### config.mk
export PLATFORM = sky130hd
export DESIGN_NAME = go_to_goal_steering_controller_flat
export DESIGN_NICKNAME = d
export VERILOG_FILES = /design/src/hw/rtl/gtg_pkg.sv /design/src/hw/rtl/gtg_if.sv /design/src/hw/rtl/go_to_goal_steering_controller.sv /design/src/flat_wrapper.sv
export SDC_FILE = /design/constraint.sdc
export NUM_CORES = 2
export LEC_CHECK = 0
export ABC_CLOCK_PERIOD_IN_PS = 27300
export CAP_MARGIN = 5
export CORE_MARGIN = 2
export CORE_UTILIZATION = 30
export DETAILED_ROUTE_END_ITERATION = 6
export DONT_BUFFER_PORTS = 1
export PLACE_DENSITY = 0.54
export SLEW_MARGIN = 30
export SYNTH_ARGS = -nofsm -noshare
export SYNTH_HDL_FRONTEND = slang
export SYNTH_SLANG_ARGS = --single-unit
### constraint.sdc
create_clock -name clk_i -period 27.3 [get_ports clk_i]
set_clock_uncertainty 0.1 [all_clocks]
set_input_delay 4.095 -clock clk_i [delete_from_list [all_inputs] [get_ports clk_i]]
set_output_delay 4.095 -clock clk_i [all_outputs]
set_load 0.01 [all_outputs]
### src/hw/rtl/gtg_pkg.sv
package gtg_pkg;

  localparam int CordicSteps = 16;
  localparam int CntW        = 5;
  localparam int DistW       = 16;
  localparam int NumW        = DistW + 10;
  localparam int DivW        = 17;
  localparam int AngW        = 20;
  localparam int CorW        = 28;

  localparam logic [1:0] CfgHeadingGain  = 2'd0;
  localparam logic [1:0] CfgArriveRadius = 2'd1;
  localparam logic [1:0] CfgMinDivisor   = 2'd2;

  localparam logic [11:0] HeadingGainRst  = 12'd1280;
  localparam logic [14:0] ArriveRadiusRst = 15'd102;
  localparam logic [11:0] MinDivisorRst   = 12'd128;

  localparam logic signed [AngW-1:0] HalfPi = 20'sd102944;

  typedef struct packed {
    logic signed [15:0] offset_x;
    logic signed [15:0] offset_y;
    logic               goal_known;
    logic [7:0]         customer_count;
  } req_t;

  typedef struct packed {
    logic               drive_valid;
    logic signed [15:0] turn_rate;
    logic [16:0]        forward_speed;
    logic               order_request;
    logic               carrying;
  } res_t;

  typedef enum logic [3:0] {
    StIdle, StSqX, StSqY, StRad, StDecide, StSqrt, StCordic, StGain, StDiv, StOut
  } state_e;

  // Arctangent of 2^-i in Q3.16 radians.
  function automatic logic signed [AngW-1:0] atan_lut(input logic [CntW-1:0] idx);
    logic signed [AngW-1:0] v;
    case (idx)
      5'd0:    v = 20'sd51472;
      5'd1:    v = 20'sd30385;
      5'd2:    v = 20'sd16055;
      5'd3:    v = 20'sd8150;
      5'd4:    v = 20'sd4091;
      5'd5:    v = 20'sd2047;
      5'd6:    v = 20'sd1024;
      5'd7:    v = 20'sd512;
      5'd8:    v = 20'sd256;
      5'd9:    v = 20'sd128;
      5'd10:   v = 20'sd64;
      5'd11:   v = 20'sd32;
      5'd12:   v = 20'sd16;
      5'd13:   v = 20'sd8;
      5'd14:   v = 20'sd4;
      5'd15:   v = 20'sd2;
      5'd16:   v = 20'sd1;
      default: v = 20'sd0;
    endcase
    return v;
  endfunction

endpackage

### src/hw/rtl/gtg_if.sv
interface gtg_req_if;
  logic             valid;
  logic             ready;
  gtg_pkg::req_t    data;
  modport source (output valid, output data, input ready);
  modport sink   (input valid, input data, output ready);
endinterface

interface gtg_res_if;
  logic             valid;
  logic             ready;
  gtg_pkg::res_t    data;
  modport source (output valid, output data, input ready);
  modport sink   (input valid, input data, output ready);
endinterface

### src/hw/rtl/go_to_goal_steering_controller.sv
// A tick without customers, a first order or an arrival passes StSqX, StSqY, StRad, StDecide
// and StOut; a steering tick runs StSqrt (square root, one step per result bit), StCordic
// (angle, CordicSteps steps), StGain and StDiv (speed division, one step per quotient bit).
// One request is in flight at a time; the next is taken only once the result sits in the
// output register, and StOut holds while the output register is full and not taken.
// Reset (asynchronous, active low) restores the register defaults and arms the first order.
module go_to_goal_steering_controller (
  input  logic        clk_i,
  input  logic        rst_ni,
  gtg_req_if.sink     req_in,
  gtg_res_if.source   res_out,
  input  logic        cfg_we_i,
  input  logic [1:0]  cfg_idx_i,
  input  logic [14:0] cfg_data_i
);
  import gtg_pkg::*;

  // Configuration registers.
  logic [11:0] gain_q;
  logic [14:0] radius_q;
  logic [11:0] min_div_q;

  // Delivery sequencing state.
  logic has_drink_q, has_drink_d;
  logic awaiting_q, awaiting_d;

  state_e state_q, state_d;
  logic [CntW-1:0] cnt_q, cnt_d;

  // Captured request.
  logic signed [15:0] x_q, x_d, y_q, y_d;
  logic known_q, known_d, cust_q, cust_d;

  // Working registers of the shared datapath.
  logic [31:0] acc_q, acc_d;          // x*x + y*y, then square root remainder
  logic [29:0] r2_q, r2_d;
  logic [31:0] root_q, root_d;
  logic signed [CorW-1:0] cx_q, cx_d, cy_q, cy_d;
  logic signed [AngW-1:0] z_q, z_d;
  logic signed [15:0] rate_q, rate_d;
  logic [DivW-1:0] div_q, div_d;
  logic [DivW-1:0] rem_q, rem_d;
  logic [NumW-1:0] quo_q, quo_d;

  // Result staging and output register.
  res_t res_q, res_d;
  res_t out_q, out_d;
  logic out_valid_q, out_valid_d;

  // The single shared multiplier: squares, radius squared and gain times angle.
  logic signed [16:0] mul_a;
  logic signed [AngW-1:0] mul_b;
  logic signed [36:0] prod;

  always_comb begin
    mul_a = '0;
    mul_b = '0;
    case (state_q)
      StSqX: begin
        mul_a = 17'(x_q);
        mul_b = AngW'(x_q);
      end
      StSqY: begin
        mul_a = 17'(y_q);
        mul_b = AngW'(y_q);
      end
      StRad: begin
        mul_a = {2'b00, radius_q};
        mul_b = {5'b00000, radius_q};
      end
      StGain: begin
        mul_a = {5'b00000, gain_q};
        mul_b = z_q;
      end
      default: begin
        mul_a = '0;
        mul_b = '0;
      end
    endcase
    prod = 37'(mul_a) * 37'(mul_b);
  end

  assign req_in.ready  = (state_q == StIdle);
  assign res_out.valid = out_valid_q;
  assign res_out.data  = out_q;

  // Temporaries of the sequencer.
  logic [31:0] sq_bit, sq_trial;
  logic signed [CorW-1:0] sh_x, sh_y, x256, y256;
  logic signed [37:0] rounded;
  logic signed [23:0] full;
  logic [DivW-1:0] mag, floor_div;
  logic [DivW:0] rem_sh;

  always_comb begin
    state_d     = state_q;
    cnt_d       = cnt_q;
    x_d         = x_q;
    y_d         = y_q;
    known_d     = known_q;
    cust_d      = cust_q;
    acc_d       = acc_q;
    r2_d        = r2_q;
    root_d      = root_q;
    cx_d        = cx_q;
    cy_d        = cy_q;
    z_d         = z_q;
    rate_d      = rate_q;
    div_d       = div_q;
    rem_d       = rem_q;
    quo_d       = quo_q;
    res_d       = res_q;
    out_d       = out_q;
    out_valid_d = out_valid_q;
    has_drink_d = has_drink_q;
    awaiting_d  = awaiting_q;

    sq_bit    = 32'(1) << (6'd30 - {cnt_q, 1'b0});
    sq_trial  = root_q + sq_bit;
    sh_x      = cx_q >>> cnt_q;
    sh_y      = cy_q >>> cnt_q;
    x256      = CorW'(x_q) <<< 8;
    y256      = CorW'(y_q) <<< 8;
    rounded   = 38'(prod) + 38'sd8192;
    full      = 24'(rounded >>> 14);
    mag       = full[23] ? DivW'(-full) : DivW'(full);
    floor_div = {3'b000, min_div_q, 2'b00};
    rem_sh    = {rem_q, quo_q[NumW-1]};

    if (res_out.ready) begin
      out_valid_d = 1'b0;
    end

    case (state_q)
      StIdle: begin
        if (req_in.valid) begin
          // An unknown goal is taken as a zero offset.
          x_d     = req_in.data.goal_known ? req_in.data.offset_x : 16'sd0;
          y_d     = req_in.data.goal_known ? req_in.data.offset_y : 16'sd0;
          known_d = req_in.data.goal_known;
          cust_d  = (req_in.data.customer_count != 8'd0);
          state_d = StSqX;
        end
      end
      StSqX: begin
        acc_d   = prod[31:0];
        state_d = StSqY;
      end
      StSqY: begin
        acc_d   = acc_q + prod[31:0];
        state_d = StRad;
      end
      StRad: begin
        r2_d    = prod[29:0];
        state_d = StDecide;
      end
      StDecide: begin
        res_d = '0;
        state_d = StOut;
        if (!cust_q) begin
          // No customers: nothing happens.
          res_d.carrying = has_drink_q;
        end else if (awaiting_q) begin
          res_d.order_request = 1'b1;
          awaiting_d          = 1'b0;
          res_d.carrying      = has_drink_q;
        end else if (acc_q <= {2'b00, r2_q}) begin
          // Arrival: pick up at the counter, or finish a delivery.
          res_d.drive_valid = 1'b1;
          if (!has_drink_q && known_q) begin
            has_drink_d    = 1'b1;
            res_d.carrying = 1'b1;
          end else begin
            has_drink_d         = 1'b0;
            res_d.order_request = 1'b1;
            res_d.carrying      = 1'b0;
          end
        end else begin
          res_d.drive_valid = 1'b1;
          res_d.carrying    = has_drink_q;
          root_d = '0;
          cnt_d  = '0;
          // Pre-rotate into the right half plane by a quarter turn.
          if (x_q < 0) begin
            if (y_q >= 0) begin
              cx_d = y256;
              cy_d = -x256;
              z_d  = HalfPi;
            end else begin
              cx_d = -y256;
              cy_d = x256;
              z_d  = -HalfPi;
            end
          end else begin
            cx_d = x256;
            cy_d = y256;
            z_d  = '0;
          end
          state_d = StSqrt;
        end
      end
      StSqrt: begin
        // One result bit of the integer square root per cycle.
        if (acc_q >= sq_trial) begin
          acc_d  = acc_q - sq_trial;
          root_d = (root_q >> 1) + sq_bit;
        end else begin
          root_d = root_q >> 1;
        end
        if (cnt_q == CntW'(DistW - 1)) begin
          cnt_d   = '0;
          state_d = StCordic;
        end else begin
          cnt_d = cnt_q + 1'b1;
        end
      end
      StCordic: begin
        if (cy_q > 0) begin
          cx_d = cx_q + sh_y;
          cy_d = cy_q - sh_x;
          z_d  = z_q + atan_lut(cnt_q);
        end else begin
          cx_d = cx_q - sh_y;
          cy_d = cy_q + sh_x;
          z_d  = z_q - atan_lut(cnt_q);
        end
        if (cnt_q == CntW'(CordicSteps - 1)) begin
          cnt_d   = '0;
          state_d = StGain;
        end else begin
          cnt_d = cnt_q + 1'b1;
        end
      end
      StGain: begin
        if (full > 24'sd32767) begin
          rate_d = 16'sd32767;
        end else if (full < -24'sd32768) begin
          rate_d = -16'sd32768;
        end else begin
          rate_d = 16'(full);
        end
        if (mag > floor_div) begin
          div_d = mag;
        end else if (floor_div == '0) begin
          div_d = DivW'(1);
        end else begin
          div_d = floor_div;
        end
        rem_d   = '0;
        quo_d   = {root_q[DistW-1:0], 10'b0};
        cnt_d   = '0;
        state_d = StDiv;
      end
      StDiv: begin
        // Restoring division, one quotient bit per cycle.
        if (rem_sh >= {1'b0, div_q}) begin
          rem_d = DivW'(rem_sh - {1'b0, div_q});
          quo_d = {quo_q[NumW-2:0], 1'b1};
        end else begin
          rem_d = rem_sh[DivW-1:0];
          quo_d = {quo_q[NumW-2:0], 1'b0};
        end
        if (cnt_q == CntW'(NumW - 1)) begin
          cnt_d   = '0;
          state_d = StOut;
        end else begin
          cnt_d = cnt_q + 1'b1;
        end
      end
      StOut: begin
        if (!out_valid_q || res_out.ready) begin
          out_d = res_q;
          if (res_q.drive_valid && (cust_q && !awaiting_q) && state_q == StOut) begin
            out_d.turn_rate     = '0;
            out_d.forward_speed = '0;
          end
          out_valid_d = 1'b1;
          state_d     = StIdle;
        end
      end
      default: begin
        state_d = StIdle;
      end
    endcase
  end

  // The steering figures are filled in only when the division ran.
  logic steer_q, steer_d;
  always_comb begin
    steer_d = steer_q;
    if (state_q == StDecide) begin
      steer_d = 1'b0;
    end else if (state_q == StGain) begin
      steer_d = 1'b1;
    end
  end

  res_t out_fix;
  always_comb begin
    out_fix = out_d;
    if (state_q == StOut && (!out_valid_q || res_out.ready) && steer_q) begin
      out_fix.turn_rate     = rate_q;
      out_fix.forward_speed = (quo_q > NumW'(131071)) ? 17'd131071 : quo_q[16:0];
    end
  end

  always_ff @(posedge clk_i or negedge rst_ni) begin
    if (!rst_ni) begin
      state_q     <= StIdle;
      cnt_q       <= '0;
      out_valid_q <= 1'b0;
      has_drink_q <= 1'b0;
      awaiting_q  <= 1'b1;
      steer_q     <= 1'b0;
      gain_q      <= HeadingGainRst;
      radius_q    <= ArriveRadiusRst;
      min_div_q   <= MinDivisorRst;
    end else begin
      state_q     <= state_d;
      cnt_q       <= cnt_d;
      out_valid_q <= out_valid_d;
      has_drink_q <= has_drink_d;
      awaiting_q  <= awaiting_d;
      steer_q     <= steer_d;
      if (cfg_we_i) begin
        case (cfg_idx_i)
          CfgHeadingGain:  gain_q    <= cfg_data_i[11:0];
          CfgArriveRadius: radius_q  <= cfg_data_i;
          CfgMinDivisor:   min_div_q <= cfg_data_i[11:0];
          default: ;
        endcase
      end
    end
  end

  always_ff @(posedge clk_i) begin
    x_q     <= x_d;
    y_q     <= y_d;
    known_q <= known_d;
    cust_q  <= cust_d;
    acc_q   <= acc_d;
    r2_q    <= r2_d;
    root_q  <= root_d;
    cx_q    <= cx_d;
    cy_q    <= cy_d;
    z_q     <= z_d;
    rate_q  <= rate_d;
    div_q   <= div_d;
    rem_q   <= rem_d;
    quo_q   <= quo_d;
    res_q   <= res_d;
    out_q   <= out_fix;
  end

endmodule
### src/flat_wrapper.sv
// flat-port wrapper written by rule: the top's interface ports become plain ports
module go_to_goal_steering_controller_flat import gtg_pkg::*;
  (clk_i, rst_ni, cfg_we_i, cfg_idx_i, cfg_data_i, req_in_valid, req_in_data, req_in_ready, res_out_valid, res_out_data, res_out_ready);
  gtg_req_if req_in_i ();
  gtg_res_if res_out_i ();
  input  logic clk_i;
  input  logic rst_ni;
  input  logic cfg_we_i;
  input  logic [1:0] cfg_idx_i;
  input  logic [14:0] cfg_data_i;
  input wire logic [$bits(req_in_i.valid)-1:0] req_in_valid;
  input wire logic [$bits(req_in_i.data)-1:0] req_in_data;
  output wire logic [$bits(req_in_i.ready)-1:0] req_in_ready;
  output wire logic [$bits(res_out_i.valid)-1:0] res_out_valid;
  output wire logic [$bits(res_out_i.data)-1:0] res_out_data;
  input wire logic [$bits(res_out_i.ready)-1:0] res_out_ready;
  assign req_in_i.valid = req_in_valid;
  assign req_in_i.data = req_in_data;
  assign req_in_ready = req_in_i.ready;
  assign res_out_valid = res_out_i.valid;
  assign res_out_data = res_out_i.data;
  assign res_out_i.ready = res_out_ready;
  go_to_goal_steering_controller u_core (.clk_i(clk_i), .rst_ni(rst_ni), .req_in(req_in_i), .res_out(res_out_i), .cfg_we_i(cfg_we_i), .cfg_idx_i(cfg_idx_i), .cfg_data_i(cfg_data_i));
endmodule
==> impl_metrics.ini <==
[floorplan]
ios = 101
rows = 141
die_w_um = 388.4
die_h_um = 388.4
core_area_um2 = 147100
dieArea_um2 = 150900
initial_core_util = 0.3013

[critical_path]
rrSetupSlack_ps = 13890
crit_top_cell = fa_1
slowest_stage = a221o_1
reg2regPathDepth = 46
path_class = reg2reg
critPathLaunchType = flip-flop
worstPathMaxFanout = 38
cpPeakStageDelay_ps = 600
arrival_ps = 13690
reg2reg_from = u_core.state_q[0]
r2r_end = u_core.div_q[12]
cp.required_ps = 27590
cp-end-kind = flip-flop

[logic_synthesis]
syn_area_um2 = 44330
synthTopCellsByArea = edfxtp_1 (22%), fa_1 (15%), ha_1 (9.7%), inv_1 (5.2%), nand2_1 (5.2%)
yosys.area.top_type = edfxtp_1
synth-seq-cells = 371
ys.flop_type = edfxtp_1
synth_top_area_share = 0.2161
syn_inst = 4936
ys_types = 103
ys_warn_count = 0
syn_nets = 5687
seq_area_frac_synth = 0.2457
synth_edf_count = 319
synth-async-reset-ratio = 0.1402
avgSynthCellArea_um2 = 8.980

[grt]
grt_overflow_total = 0
grt_pass1_vias = 34665
grt_usage = 0.1797
grt_max_degree = 72
grt_pass1_wl_um = 211700
antenna_found_initial = 9

[final_layout]
final_util = 0.3284
instances_no_fill = 6833
design_area_um2 = 48320
final_cell_mix = inv_1 (617), nand2_1 (607), nor2_1 (429)
nets = 5610
final_common_cell = inv_1
drive_gt1_frac = 0.07491
area_delta_synth_final_pct = 9.013

[placed_design]
gp_congestion = 0.9171
dpl-instance-area_um2 = 46570
post-dp-hpwl_um = 109300
dp_cells = 6737
port_buffers = 0

[sta]
finalSetupViolCount = 0
max_slew_margin = 0.3433
fmax_mhz = 74.59
rsz0062_at_grt = no
finalHoldViolations = 0
tns_ps = 0
tightest_slew_ps = 981.6
final.period_utilization = 0.4911
min_period_ps = 13410
slew_violations = 0

[routing]
drt_iter0_drc = 3100
vias = 35756
wl_per_cell_um = 20.15
viasPerCell = 5.233
dr.pass1.iters = 6
drc = 0
routed_wl_um = 137700
ant_nets = 0

[clock_tree]
clock_latency_ps = 650
cts_tree = yes
clkTransAtPathRegs_ps = 60
cts_buffers = 48
h-tree-depth = 2
ctsLongestPathBuffers = 3
cts_setup_buffers = 0
clock_sinks = 371
ctsResizeCount = 0
root_buffer = clkbuf_16
holdBufCountCts = 0

[hold_path]
holdPathEnd = u_core.res_out.data[35]
min_from = u_core.res_q[35]
hold_class = reg2reg
hold_depth = 0

[job]
maxCapViolCount = 0

[outcome]
status = completed
[state kept, by name, summed over array words and instances (netlist names), 17 cells and up]
register / count
u_core.div_q: 17
u_core.res_out.data: 36
u_core.quo_q: 26
u_core.acc_q: 32
u_core.root_q: 32
u_core.z_q: 20
u_core.cx_q: 28
u_core.cy_q: 28
u_core.rem_q: 17
u_core.r2_q: 30
[cells by family (layout without fill, tap and decap cells)]
kind of cell,Yosys count,in the layout,share of synthesized area
flip-flops,371,371,0.2457
XOR/XNOR,316,316,0.06362
AO/OA/AOI/OAI,1011,1011,0.1490
AND/OR/NAND/NOR,1572,1572,0.1623
buffers and inverters,803,766,0.06865
other,0,4,0
adder cells (fa/ha/maj),688,688,0.2523
multiplexers,175,175,0.05843
[cell usage after synthesis, types with 81 or more instances]
cell type,number
o21ai_0,249
fa_1,343
nand2_1,609
a21o_1,81
nor2_1,434
edfxtp_1,319
clkbuf_1,153
a21oi_1,242
xnor2_1,168
ha_1,345
xor2_1,144
inv_1,618
[critical path, delay by kind of cell, from the launching register on]
family	cells	cell delay, ps
flops	1	480
mux	1	420
compound gates	16	3690
fa+ha+maj	8	3820
buf+inv	7	1080
xor+xnor	2	800
simple gates	12	2720
[routing by layer]
layer | global-route usage | share of wire
met1 | 0.2625 | 0.47
met2 | 0.2721 | 0.43
met3 | 0.03027 | 0.072
met4 | 0.04917 | 0.029
met5 | 0 | 0.00034
[cell type report]
| class | instances | area (µm²) |
|---|---|---|
| antenna | 4 | 10.01 |
| clock buffer | 54 | 1245 |
| clock inverter | 36 | 451.7 |
| fill | 15339 | 98810 |
| inverter | 621 | 2331 |
| multi-input combinational | 3762 | 30530 |
| sequential | 371 | 10900 |
| tap | 1930 | 2415 |
| timing repair buffer | 55 | 442.9 |
[through the flow]
stage | setup slack [ps] | hold WS (ps)
after floorplan | 15190 | 300.3
after global placement | 13890 | 306.4
after global routing | 12970 | 333.7
after CTS | 13580 | 322.9
after detailed placement | 13710 | 312.9
final | 13890 | 327.1
[worst max-delay path by stage]
stage | endpoint | slack, ps | cells after the start | start
after floorplan | u_core.div_q[10] | 15190 | 46 | u_core.state_q[3]
after global placement | u_core.div_q[12] | 13890 | 42 | u_core.state_q[3]
after detailed placement | u_core.div_q[8] | 13710 | 46 | u_core.state_q[0]
after CTS | u_core.div_q[12] | 13580 | 46 | u_core.state_q[0]
after global routing | u_core.div_q[12] | 12970 | 46 | u_core.state_q[0]
final | u_core.div_q[12] | 13890 | 46 | u_core.state_q[0]
Power is not shown: default switching activity piles up to over one toggle a cycle in this logic, so the estimate is an artifact.
